File: src/sv/rrq_pkg.sv
// rrq_pkg: shared constants, types and helper functions for rect_range_extreme_query
// no dependencies
package rrq_pkg;

  localparam int MAX_ROWS_DEF   = 32;
  localparam int MAX_COLS_DEF   = 32;
  localparam int VALUE_BITS_DEF = 32;

  localparam int CFG_IDX_BITS = 2;
  localparam int CFG_DATA_BITS = 6;
  localparam logic [CFG_IDX_BITS-1:0] REG_TAKE_MAX = 2'd0;
  localparam logic [CFG_IDX_BITS-1:0] REG_ROWS     = 2'd1;
  localparam logic [CFG_IDX_BITS-1:0] REG_COLS     = 2'd2;

  localparam logic MODE_LOAD  = 1'b0;
  localparam logic MODE_QUERY = 1'b1;

  // commands from controller to datapath
  typedef struct packed {
    logic load_item;    // capture input item
    logic issue_read;   // issue read of read address
    logic issue_write;  // write combined value
    logic acc_clear;    // first operand of combine
    logic acc_take;     // combine read data into accumulator
    logic out_valid;    // drive result strobe
    logic out_bad;      // flagged result
  } rrq_cmd_t;

  function automatic int clog2_min1(input int n);
    int r;
    r = 0;
    while ((1 << r) < n) r++;
    return (r < 1) ? 1 : r;
  endfunction

  function automatic int lvls(input int n);
    int r;
    r = 1;
    while ((1 << r) <= n) r++;
    return r;
  endfunction

endpackage

File: src/sv/rrq_ctrl.sv
// rrq_ctrl: controller state machine for rect_range_extreme_query
// sequences table rebuild and four-block query; depends on rrq_pkg
module rrq_ctrl #(
  parameter int MAX_ROWS = rrq_pkg::MAX_ROWS_DEF,
  parameter int MAX_COLS = rrq_pkg::MAX_COLS_DEF,
  parameter int RB = rrq_pkg::clog2_min1(rrq_pkg::MAX_ROWS_DEF + 1),
  parameter int CB = rrq_pkg::clog2_min1(rrq_pkg::MAX_COLS_DEF + 1),
  parameter int XB = rrq_pkg::clog2_min1(rrq_pkg::lvls(rrq_pkg::MAX_ROWS_DEF)),
  parameter int YB = rrq_pkg::clog2_min1(rrq_pkg::lvls(rrq_pkg::MAX_COLS_DEF))
) (
  input  logic clk,
  input  logic rst,
  input  logic start,
  input  logic mode,
  input  logic in_grid,
  input  logic bad,
  input  logic stale,
  input  logic [RB-1:0] n_rows,
  input  logic [CB-1:0] n_cols,
  input  logic [XB-1:0] ln,
  input  logic [YB-1:0] lm,
  input  logic [RB-1:0] q_r1,
  input  logic [CB-1:0] q_c1,
  input  logic [RB-1:0] q_rb,
  input  logic [CB-1:0] q_cr,
  input  logic [XB-1:0] q_x,
  input  logic [YB-1:0] q_y,
  output logic busy,
  output logic clear_stale,
  output logic set_stale_load,
  output rrq_pkg::rrq_cmd_t cmd,
  output logic [RB-1:0] rd_i,
  output logic [CB-1:0] rd_j,
  output logic [XB-1:0] rd_x,
  output logic [YB-1:0] rd_y,
  output logic [RB-1:0] wr_i,
  output logic [CB-1:0] wr_j,
  output logic [XB-1:0] wr_x,
  output logic [YB-1:0] wr_y
);
  import rrq_pkg::*;

  localparam logic [2:0] S_IDLE = 3'd0;
  localparam logic [2:0] S_DEC  = 3'd1;
  localparam logic [2:0] S_BLD  = 3'd2;
  localparam logic [2:0] S_QRY  = 3'd3;
  localparam logic [2:0] S_OUT  = 3'd4;

  localparam logic [1:0] P_ROW  = 2'd0;
  localparam logic [1:0] P_COL  = 2'd1;
  localparam logic [1:0] P_BOTH = 2'd2;

  logic [2:0] state, state_next;
  logic [1:0] phase, phase_next;
  logic [RB-1:0] i, i_next;
  logic [CB-1:0] j, j_next;
  logic [XB-1:0] x, x_next;
  logic [YB-1:0] y, y_next;
  logic [1:0] k, k_next;
  logic [2:0] pend, pend_next;

  logic [RB:0] i_half, i_end;
  logic [CB:0] j_half, j_end;
  logic row_fit, col_fit;

  assign busy = (state != S_IDLE);

  always_comb begin
    i_half = {1'b0, i} + ((RB+1)'(1) << x) - ((RB+1)'(1) << x) / 2;
    j_half = {1'b0, j} + ((CB+1)'(1) << y) - ((CB+1)'(1) << y) / 2;
    i_end  = {1'b0, i} + ((RB+1)'(1) << x);
    j_end  = {1'b0, j} + ((CB+1)'(1) << y);
    row_fit = (i_end <= {1'b0, n_rows});
    col_fit = (j_end <= {1'b0, n_cols});
  end

  always_comb begin
    cmd = '0;
    clear_stale = 1'b0;
    set_stale_load = 1'b0;
    state_next = state;
    phase_next = phase;
    i_next = i; j_next = j; x_next = x; y_next = y;
    k_next = k; pend_next = {pend[1:0], 1'b0};
    rd_i = i; rd_j = j; rd_x = x; rd_y = y;
    wr_i = i; wr_j = j; wr_x = x; wr_y = y;
    case (state)
      S_IDLE: begin
        if (start) begin
          cmd.load_item = 1'b1;
          state_next = S_DEC;
        end
      end
      S_DEC: begin
        if (mode == MODE_LOAD) begin
          cmd.issue_write = 1'b1;
          set_stale_load = in_grid;
          state_next = S_IDLE;
        end else if (bad) begin
          cmd.out_valid = 1'b1;
          cmd.out_bad = 1'b1;
          state_next = S_IDLE;
        end else if (stale) begin
          phase_next = P_ROW;
          i_next = '0; j_next = '0; x_next = '0; y_next = YB'(1);
          k_next = '0;
          state_next = S_BLD;
        end else begin
          k_next = '0;
          state_next = S_QRY;
        end
      end
      S_BLD: begin
        // one block per step: issue reads (2 or 4), wait, combine, write
        if (!(row_fit && col_fit) || (phase != P_COL && y > lm) ||
            (phase != P_ROW && x > ln)) begin
          // advance loop indices without work; in the combined pass, end the rebuild
          if (phase == P_ROW) begin
            if (y > lm || i >= n_rows) begin
              phase_next = P_COL; i_next = '0; j_next = '0;
              x_next = XB'(1); y_next = '0;
            end else if (!col_fit) begin
              j_next = '0;
              if (y == lm) begin y_next = YB'(1); i_next = i + RB'(1); end
              else y_next = y + YB'(1);
            end
          end else if (phase == P_COL) begin
            if (x > ln || j >= n_cols) begin
              phase_next = P_BOTH; i_next = '0; j_next = '0;
              x_next = XB'(1); y_next = YB'(1);
            end else if (!row_fit) begin
              i_next = '0;
              if (x == ln) begin x_next = XB'(1); j_next = j + CB'(1); end
              else x_next = x + XB'(1);
            end
          end else begin
            if (x > ln || lm == '0) begin
              clear_stale = 1'b1;
              k_next = '0;
              state_next = S_QRY;
            end else if (!row_fit) begin
              x_next = x + XB'(1); i_next = '0; y_next = YB'(1); j_next = '0;
            end else if (y > lm) begin
              i_next = i + RB'(1); y_next = YB'(1); j_next = '0;
            end else begin
              j_next = '0; y_next = y + YB'(1);
            end
          end
        end else begin
          rd_x = (phase == P_ROW) ? x : x - XB'(1);
          rd_y = (phase == P_COL) ? y : y - YB'(1);
          rd_i = (k[1] && phase != P_ROW) ? i_half[RB-1:0] : i;
          rd_j = ((phase == P_ROW && k[0]) || (phase == P_BOTH && k[0])) ?
                 j_half[CB-1:0] : j;
          if (phase == P_COL) rd_i = k[0] ? i_half[RB-1:0] : i;
          if (pend == '0 && k_next == k) begin
            if (k == 2'd3 || (phase != P_BOTH && k == 2'd1) || k[1] == 1'b0 ||
                phase == P_BOTH) begin
              cmd.issue_read = 1'b1;
              pend_next = {pend[1:0], 1'b1};
              if ((phase != P_BOTH && k == 2'd1) || k == 2'd3) k_next = 2'd0;
              else k_next = k + 2'd1;
            end
          end
          if (pend[1]) cmd.acc_take = 1'b1;
          // last read of block issued at last k; write after its data
          if (pend[2] && k == 2'd0 && pend[1:0] == 2'b00) begin
            cmd.issue_write = 1'b1;
            if (phase == P_ROW) j_next = j + CB'(1);
            else if (phase == P_COL) i_next = i + RB'(1);
            else j_next = j + CB'(1);
          end
        end
      end
      S_QRY: begin
        rd_x = q_x; rd_y = q_y;
        rd_i = k[1] ? q_rb : q_r1;
        rd_j = k[0] ? q_cr : q_c1;
        if (pend[2:0] == '0 || k != 2'd0) begin
          if (!(k == 2'd0 && pend != '0)) begin
            cmd.issue_read = 1'b1;
            pend_next = {pend[1:0], 1'b1};
            k_next = k + 2'd1;
          end
        end
        if (pend[1]) cmd.acc_take = 1'b1;
        if (pend[2] && pend[1:0] == 2'b00 && k == 2'd0) state_next = S_OUT;
      end
      S_OUT: begin
        cmd.out_valid = 1'b1;
        state_next = S_IDLE;
      end
      default: state_next = S_IDLE;
    endcase
    cmd.acc_clear = cmd.issue_read && (k == 2'd0);
  end

  always_ff @(posedge clk) begin
    if (rst) begin
      state <= S_IDLE;
      phase <= P_ROW;
      i <= '0; j <= '0; x <= '0; y <= '0; k <= '0; pend <= '0;
    end else begin
      state <= state_next;
      phase <= phase_next;
      i <= i_next; j <= j_next; x <= x_next; y <= y_next;
      k <= k_next; pend <= pend_next;
    end
  end

endmodule

File: config.mk
export PLATFORM = sky130hd
export DESIGN_NAME = rrq_ctrl
export DESIGN_NICKNAME = d
export VERILOG_FILES = /design/src/sv/rrq_pkg.sv /design/src/sv/rrq_ctrl.sv
export SDC_FILE = /design/constraint.sdc
export NUM_CORES = 1
export LEC_CHECK = 0
export BUFFER_PORTS_ARGS = -buffer_cell sky130_fd_sc_hd__buf_2
export CORE_MARGIN = 1.5
export CORE_UTILIZATION = 55
export DETAILED_ROUTE_END_ITERATION = 10
export PLACE_DENSITY = 0.81
export SLEW_MARGIN = 20
export SYNTH_ARGS = -nofsm -noshare
export SYNTH_HDL_FRONTEND = slang
export SYNTH_SLANG_ARGS = --single-unit
File: constraint.sdc
create_clock -name clk -period 5.6 [get_ports clk]
set_clock_uncertainty 0.2 [all_clocks]
set_input_delay 0.28 -clock clk [delete_from_list [all_inputs] [get_ports clk]]
set_output_delay 0.28 -clock clk [all_outputs]
set_load 0.01 [all_outputs]
==> impl_metrics.csv, run 1 <==
group,metric,value,unit
status,outcome,"completed",
hold_path,min_path_type,"input pin to flop",
synth,ys_ff_latch,28,
synth,dominantRegCellSynth,"dfxtp_1",
synth,synthMuxAreaShare,0.0401,
drt,drt_iter0_markers,514,
cts,cts_buffers,3,
global_route,grtUsageTotal,0.309,
timing,hold_violations,0,
layout,regArea,562,µm²
placement,place_area,0.00526,mm²
pwr,ir_drop,0.207,mV
die,dieArea,0.00908,mm²
setup_path,crit_required,5.12,ns
setup_path,cp-start-kind,"flop",
setup_path,cp.arrival,4.86,ns
setup_path,worst_setup_path_end_kind,"output port",
drt,num_vias,5133,
synth,synth.yosys.seq_area_share,0.120,
timing,tightest_slew,0.998,ns
cts,clkLatencyLatePin,0.29,ns
synth,synth_top_area_share,0.187,
layout,antenna_cells,0,
synth,synth-adder-area-share,0.234,
die,row_count,33,
synth,ys_async_sr_fraction,0,
layout,fin_cells,831,
setup_path,cp_max_fo,10,
synth,synth_area_leaders,"ha_1 (19%), dfxtp_1 (12%), a21oi_1 (7.3%), inv_1 (5.4%), fa_1 (4.3%)",
drt,avgViaCountPerCell,6.18,
synth,synth_cells,636,
placement,placement.io_buffers,100,
synth,syn_avg_cell_area,7.36,µm²
timing,setup-tns-final,0,ns
synth,synth_top_family_by_area,"compound AO/OA/AOI/OAI gates",
global_route,grt_max_degree,33,
die,fp.dieW,95.3,µm
layout,nets,862,
die,start_util,0.570,
drt,drcViolationCount,0,
placement,dp_hpwl,11100,µm
layout,layout-drive-gt1-share,0.191,
synth,synth-edff-count,0,
timing,max-slew-margin-rel,0.332,
timing,setup_viol,0,
synth,synth-compound-area-share,0.262,
flow_run,cap_violations,0,
cts,cts_max_level,1,
die,die_h,95.3,µm
cts,hold_buffers,0,
synth,synth_xor_area_frac,0.0449,
cts,cts_tree,"built",
timing,slew_viol_final,0,
drt,firstDrtPassIters,6,
layout,fill_cells,725,
pwr,leakage,2.60,nW
timing,layout_min_cycle_time,5.34,ns
global_route,grt_pass1_vias,4725,
global_route,grt_antenna_before_repair,0,
synth,syn_area,0.00468,mm²
setup_path,critPathKind,"flop to output port",
global_route,grt_pass1_wl,22500,µm
die,fp.coreArea,0.00822,mm²
layout,areaGrowthSynthToFinish,14.3,%
synth,ys_warn_count,0,
pwr,p_per_area,232,mW/mm²
die,pin_count,101,
layout,fin_area,0.00535,mm²
drt,routed_wl,13900,µm
synth,yosysTopAreaCell,"ha_1",
synth,synth_cell_type_count,72,
cts,path_clk_slew,0.11,ns
placement,place_inst,823,
synth,syn_nets,771,
drt,wl_per_cell,16.8,µm
synth,synthSimpleGateAreaFrac,0.222,
timing,hold-worst-slack,0.106,ns
synth,yosys.cell_count.top_type,"ha_1",
synth,synth_common_cells,"ha_1 (70), a21oi_1 (68), inv_1 (67)",
cts,cts.sinks,28,
cts,cts_root_buf,"clkbuf_8",
drt,ant_nets,0,
timing,max_freq,0.187,GHz
cts,clockBufferDepth,2,
layout,multi_input_area,0.00377,mm²
placement,place_congestion,0.963,
global_route,overflow,0,
timing,finalCritPeriodShare,0.954,
==> layout make-up <==
class	count	share of cell area
timing repair buffer	111	0.109
clock buffer	4	0.0103
tap	105	0.0245
sequential	28	0.105
inverter	68	0.0477
multi-input combinational	515	0.704
==> layout by cell type, fill, tap and decap left out, types with 4 or more instances in the layout <==
master	netlist	final
a21o_1	12	12
a21oi_1	68	68
a22oi_1	4	4
a31oi_1	4	4
and2_1	9	9
and3_1	11	11
buf_2	1	100
buf_4	1	11
clkbuf_8	0	4
dfxtp_1	28	27
fa_1	10	10
ha_1	70	70
inv_1	67	67
mux2_2	6	6
mux2i_1	12	12
nand2_1	38	37
nand2b_1	7	7
nand3_1	28	28
nand3b_1	4	4
nand4_1	8	8
nor2_1	52	52
nor2b_1	9	8
nor3_1	17	17
nor4_1	5	5
o21ai_0	27	27
o21bai_1	4	4
o22a_1	5	5
o22ai_1	11	11
o31ai_1	5	5
or3_1	6	6
xnor2_1	21	21
==> sequential cells by signal, summed over array words and instances, names as in the netlist <==
signal  cells
state       3
wr_i        6
k           2
wr_x        3
phase       2
wr_y        3
pend        3
wr_j        6
==> critical path: stages (launching register included) <==
cell and delay (ns):
dfxtp_1 0.45, inv_1 0.13, ha_1 0.26, nor2b_1 0.16, ha_1 0.22, maj3_1 0.33, a21oi_1 0.28, o21bai_1 0.10
a21oi_1 0.18, xnor2_1 0.16, ha_1 0.28, nand3_1 0.10, a21oi_1 0.06, o21ba_1 0.23, a2111oi_2 0.45, nand2_2 0.22
or3_1 0.48, a311o_1 0.35, buf_2 0.14
==> routing by layer <==
layer / share of wire / vias to the layer above / wire length, µm / GRT usage
met2: 0.47 / 219 / 6500 / 0.507
met5: 0 / - / 0 / 0
met4: 0.015 / 0 / 204 / 0.0734
met1: 0.45 / 2410 / 6260 / 0.437
li1: - / 2477 / - / -
met3: 0.070 / 27 / 975 / 0.0255
==> stage by stage <==
| step | power (mW) | worst slack, ns | util |
|---|---|---|---|
| after floorplan | 0.854 | 0.913 | - |
| after global placement | 1.06 | 0.581 | 0.640 |
| after detailed placement | 1.08 | 0.351 | 0.640 |
| after CTS | 1.21 | 0.0349 | 0.647 |
| after global routing | 1.35 | -0.0171 | 0.652 |
| final | 1.24 | 0.257 | 0.652 |
==> worst paths after layout <==
| check | startpoint | endpoint | slack, ns | cells after the start |
|---|---|---|---|---|
| worst max-delay path | wr_y[1]$_SDFFE_PP0P_ | rd_i[5] | 0.26 | 18 |
| worst min-delay path | start | state[1]$_SDFFE_PP0P_ | 0.11 | 3 |
| worst max register to register | wr_y[1]$_SDFFE_PP0P_ | wr_j[5]$_SDFFE_PP0P_ | 0.60 | 18 |
| worst min register to register | pend[0]$_SDFF_PP0_ | pend[1]$_SDFF_PP0_ | 0.30 | 1 |
==> what timing repair did <==
item | in CTS | in global routing
buffers inserted | 0 | 4
resized for setup | 0 | 4
setup endpoints to repair | 0 | 11
==> power by group <==
group | total, mW | switching (mW) | internal [mW]
registers | 0.261 | 0.0450 | 0.216
clock network | 0.136 | 0.0726 | 0.0633
logic | 0.844 | 0.510 | 0.334
==> logic make-up after synthesis <==
| group | after synthesis |
|---|---|
| buf+inv | 93 |
| mux | 18 |
| flops | 28 |
| xor+xnor | 24 |
| simple gates | 205 |
| fa+ha+maj | 82 |
| compound gates | 186 |
Power figures use the tool's default switching activity.
==> run 2: changes to the inputs <==
==> constraint.sdc (replaced) <==
create_clock -name clk -period 5.6 [get_ports clk]
set_clock_uncertainty 0.2 [all_clocks]
set_input_delay 1.12 -clock clk [delete_from_list [all_inputs] [get_ports clk]]
set_output_delay 1.12 -clock clk [all_outputs]
set_load 0.01 [all_outputs]
==> impl_metrics.csv, run 2 (synthesized netlist as in run 1, its figures left out) <==
group,metric,value,unit
drt,ant_nets,0,
timing,setup_viol,3,
global_route,grt_pass1_vias,4816,
timing,layout_min_cycle_time,5.63,ns
setup_path,cp-start-kind,"flop",
setup_path,critical_path.cell_chain,"buf_4 -> buf_4 -> ha_2 -> ha_4 -> ha_4 -> inv_1 -> o21bai_1 -> a21oi_2 -> xnor2_1 -> ha_1 -> a21o_1 -> o21ba_4 -> a2111oi_4 -> nand2_2 -> or3_4 -> nor4_4 -> a311o_1 -> buf_2",
setup_path,cp.arrival,4.31,ns
setup_path,r2r_slack,0.80,ns
timing,max_freq,0.178,GHz
setup_path,r2r-start,"wr_x[1]$_SDFFE_PP0P_",
drt,drcViolationCount,0,
cts,path_clk_slew,0.12,ns
layout,layout-drive-gt1-share,0.304,
pwr,p_per_area,230,mW/mm²
placement,place_inst,843,
die,fp.dieW,95.3,µm
global_route,grt_pass1_wl,23300,µm
layout,fin_area,0.00598,mm²
timing,hold-worst-slack,0.309,ns
die,fp.coreArea,0.00822,mm²
global_route,grt_max_degree,35,
cts,cts_max_level,1,
setup_path,crit_required,4.28,ns
layout,areaGrowthSynthToFinish,27.7,%
setup_path,worst_setup_path_end_kind,"output port",
drt,num_vias,5411,
timing,max-slew-margin-rel,0.282,
layout,fin_cells,865,
drt,drt_iter0_markers,471,
layout,final_common_cell,"buf_2",
placement,place_congestion,0.896,
timing,hold_violations,0,
drt,avgViaCountPerCell,6.26,
cts,cts_root_buf,"clkbuf_8",
global_route,overflow,0,
cts,cts.sinks,28,
placement,place_area,0.00541,mm²
pwr,p_int,0.687,mW
die,start_util,0.570,
setup_path,critPathKind,"flop to output port",
timing,slew_viol_final,0,
drt,wl_per_cell,17.9,µm
pwr,p_switching,0.688,mW
timing,rsz0062_at_grt,"yes",
cts,hold_buffers,0,
placement,dp_hpwl,11400,µm
pwr,switching_share,0.501,
status,violations,"negative setup slack",
die,pin_count,101,
global_route,grt_antenna_before_repair,0,
cts,clkLatencyLatePin,0.29,ns
die,die_h,95.3,µm
die,row_count,33,
status,outcome,"finished, violations left",
timing,setup_ws,-0.0311,ns
layout,antenna_cells,0,
layout,final_cell_mix,"buf_2 (100), inv_1 (62), a21oi_1 (60)",
setup_path,slowest_delay,0.43,ns
layout,fill_cells,629,
cts,cts_buffers,3,
pwr,p_total,1.37,mW
setup_path,cp-startpoint,"wr_y[0]$_SDFFE_PP0P_",
pwr,ir_drop,0.225,mV
global_route,grtUsageTotal,0.324,
timing,finalCritPeriodShare,1.01,
pwr,leakage,2.84,nW
setup_path,cp_slowest_cell,"or3_4",
setup_path,crit_end,"rd_i[5]",
setup_path,reg2reg_to,"wr_j[5]$_SDFFE_PP0P_",
pwr,clockPowerShare,0.104,
timing,setup-tns-final,-0.0445,ns
timing,tightest_slew,1.08,ns
drt,routed_wl,15500,µm
die,dieArea,0.00908,mm²
layout,nets,896,
setup_path,cp_max_fo,6,
pwr,seqPwrFrac,0.178,
drt,firstDrtPassIters,6,
placement,placement.io_buffers,100,
pwr,power_frac_comb,0.718,
cts,clockBufferDepth,2,
cts,cts_tree,"built",
setup_path,ff2ff_path_depth,19,
flow_run,cap_violations,0,
hold_path,min_path_type,"flop to flop",
run 2: cell type report:
class | instances | area (µm²) | share of cell area
sequential | 28 | 571 | 0.0954
inverter | 68 | 258 | 0.0431
tap | 105 | 131 | 0.0220
multi-input combinational | 515 | 4110 | 0.688
clock buffer | 4 | 55.1 | 0.00921
timing repair buffer | 145 | 853 | 0.143
run 2: power by group through the flow:
| stage | Sequential [mW] | Clock, mW | Combinational (mW) |
|---|---|---|---|
| final | 0.245 | 0.143 | 0.986 |
| after global routing | 0.248 | 0.149 | 1.07 |
| after CTS | 0.244 | 0.143 | 0.857 |
| after detailed placement | 0.248 | 0 | 0.842 |
| after global placement | 0.246 | 0 | 0.828 |
| after floorplan | 0.238 | 0 | 0.616 |
run 2: per-stage QoR:
stage	setup slack, ns	util
after floorplan	0.0734	-
after global placement	0.0907	0.659
after detailed placement	-0.0705	0.659
after CTS	0.00574	0.681
after global routing	-0.190	0.728
final	-0.0311	0.728
run 2: worst max-delay path: cells and delay by family (launching register included):
kind | cells | cell delay, ns
xor gates and xnor gates | 1 | 0.20
and+or+nand+nor | 3 | 0.76
AOI/OAI and AO/OA | 6 | 1.26
buffers and inverters | 4 | 0.46
adders and majority gates | 4 | 0.97
DFF | 1 | 0.36
run 2: worst min path at each step:
stage,start,to,slack (ns),cells past startpoint
floorplan,pend[0]$_SDFF_PP0_,pend[1]$_SDFF_PP0_,0.26,1
global placement,pend[0]$_SDFF_PP0_,pend[1]$_SDFF_PP0_,0.29,1
detailed placement,pend[0]$_SDFF_PP0_,pend[1]$_SDFF_PP0_,0.29,1
CTS,pend[0]$_SDFF_PP0_,pend[1]$_SDFF_PP0_,0.31,1
global route,pend[0]$_SDFF_PP0_,pend[1]$_SDFF_PP0_,0.34,1
finish,pend[0]$_SDFF_PP0_,pend[1]$_SDFF_PP0_,0.31,1
run 2: timing repair:
| item | 4_1_cts | 5_1_grt |
|---|---|---|
| pin swaps | 11 | 33 |
| gates resized for setup | 27 | 64 |
| buffers inserted | 5 | 13 |
| endpoints found under the setup margin | 21 | 22 |
run 2: layer usage:
metal / wire length, µm / vias to the layer above / part of all wire / GRT usage
li1: - / 2551 / - / -
met3: 1310 / 34 / 0.085 / 0.0399
met4: 272 / 0 / 0.018 / 0.0796
met2: 7360 / 306 / 0.48 / 0.534
met5: 0 / - / 0 / 0
met1: 6530 / 2520 / 0.42 / 0.447
==> run 3: changes to the inputs <==
Settings changed: CORE_UTILIZATION 55 to 61, PLACE_DENSITY 0.81 to 0.88.
Clock period 5.6 ns to 6.7 ns, I/O delays scaled along.
==> impl_metrics.csv, run 3 (synthesized netlist as in run 1, its figures left out) <==
group,metric,value,unit
flow_run,cap_violations,0,
cts,cts_max_level,1,
placement,place_congestion,0.928,
layout,fin_cells,820,
layout,final_cell_mix,"buf_2 (100), ha_1 (70), inv_1 (67), a21oi_1 (67), nor2_1 (52)",
die,row_count,31,
global_route,grt_pass1_vias,4844,
timing,setup_viol,0,
cts,clockBufferDepth,2,
setup_path,cp_max_fo,15,
pwr,p_per_area,196,mW/mm²
status,outcome,"completed",
die,fp.coreArea,0.00733,mm²
timing,setup-tns-final,0,ns
placement,placement.io_buffers,100,
timing,rsz0062_at_grt,"no",
cts,path_clk_slew,0.11,ns
drt,firstDrtPassIters,6,
cts,cts_root_buf,"clkbuf_8",
drt,drcViolationCount,0,
global_route,grt_max_degree,40,
global_route,grt_antenna_before_repair,0,
hold_path,min_path_type,"flop to flop",
die,die_h,90.6,µm
drt,wl_per_cell,17.2,µm
layout,layout-drive-gt1-share,0.191,
drt,drt_iter0_markers,488,
timing,max_freq,0.155,GHz
timing,slew_viol_final,0,
cts,hold_buffers,0,
layout,fill_cells,592,
drt,ant_nets,0,
setup_path,cp.arrival,4.90,ns
setup_path,critPathKind,"flop to output port",
global_route,overflow,0,
global_route,grt_pass1_wl,23100,µm
layout,areaGrowthSynthToFinish,13.5,%
timing,layout_min_cycle_time,6.44,ns
die,dieArea,0.00821,mm²
pwr,leakage,2.58,nW
cts,cts_buffers,3,
placement,dp_hpwl,11200,µm
timing,tightest_slew,1.06,ns
placement,place_inst,816,
setup_path,crit_required,5.16,ns
timing,hold_violations,0,
setup_path,cp-start-kind,"flop",
hold_path,holdPathStages,1,
cts,cts_tree,"built",
drt,num_vias,5221,
setup_path,worst_setup_path_end_kind,"output port",
layout,antenna_cells,0,
setup_path,ff2ff_path_depth,18,
setup_path,r2r_slack,1.76,ns
timing,finalCritPeriodShare,0.962,
layout,nets,857,
die,fp.dieW,90.6,µm
cts,post_cts_buffers,0,
die,pin_count,101,
global_route,grtUsageTotal,0.339,
drt,routed_wl,14100,µm
cts,clkLatencyLatePin,0.29,ns
cts,cts.sinks,28,
die,start_util,0.639,
pwr,ir_drop,0.232,mV
drt,avgViaCountPerCell,6.37,
layout,final_common_cell,"buf_2",
timing,max-slew-margin-rel,0.287,
[run 3: changes by cell type in the layout (fill, tap and decap cells not counted), moves of 4 or more]
cell     previous run  this run
inv_2               4         0
buf_6               4         0
nor4_1              1         5
a21oi_2             8         2
nor3_1             13        17
ha_1               56        70
buf_4              41         6
inv_1              62        67
a21oi_1            60        67
ha_4                7         0
ha_2                7         0
[run 3: timing repair]
item	CTS	global route
resized for setup	0	7
hold endpoints to repair	0	0
setup endpoints to repair	0	10
[run 3: cell type report]
cell class / count / area (µm²) / share of cell area
Multi-Input combinational cell: 515 / 3770 / 0.709
Timing Repair Buffer: 106 / 546 / 0.103
Sequential cell: 28 / 566 / 0.106
Clock buffer: 4 / 55.1 / 0.0104
Tap cell: 99 / 124 / 0.0233
Inverter: 68 / 255 / 0.0480
[run 3: final timing paths]
check                                          start                   end
worst max register to register  wr_y[0]$_SDFFE_PP0P_  wr_j[5]$_SDFFE_PP0P_
worst max-delay path            wr_y[0]$_SDFFE_PP0P_               rd_i[5]
worst min-delay path              pend[1]$_SDFF_PP0_    pend[2]$_SDFF_PP0_
worst min register to register    pend[1]$_SDFF_PP0_    pend[2]$_SDFF_PP0_
[run 3: power breakdown]
part           total [mW]  switching, mW  internal, mW
registers           0.209         0.0275         0.181
clock network       0.116         0.0632        0.0530
logic               0.714          0.445         0.270
total                1.04          0.535         0.504
[run 3: routing by layer]
layer / part of all wire / global-route usage
met1: 0.43 / 0.470
met2: 0.45 / 0.534
met3: 0.096 / 0.0598
met4: 0.023 / 0.0966
met5: 0 / 0
[run 3: critical path, stage by stage (launching register included)]
cell and delay, ns:
dfxtp_2 0.43, inv_1 0.12, ha_1 0.27, nor2b_1 0.15
ha_1 0.21, ha_1 0.21, a21oi_2 0.20, nand2_1 0.08
a21oi_1 0.18, xnor2_1 0.15, ha_1 0.28, a21o_1 0.19
a21o_1 0.18, o21ba_1 0.21, a2111oi_2 0.37, buf_4 0.22
nand2_2 0.19, or3_1 0.45, nor4_1 0.21, a311o_1 0.17
buf_2 0.13
[run 3: metrics by stage]
stage	setup WS (ns)	power [mW]	hold slack [ns]	instance area, µm²	utilization
2_1_floorplan	0.953	0.713	0.255	4680	-
3_3_place_gp	0.626	0.878	0.271	5250	0.716
3_5_place_dp	0.345	0.900	0.278	5250	0.716
4_1_cts	0.00763	1.02	0.297	5300	0.723
5_1_grt	0.0116	1.11	0.309	5320	0.725
6_report	0.255	1.04	0.297	5320	0.725
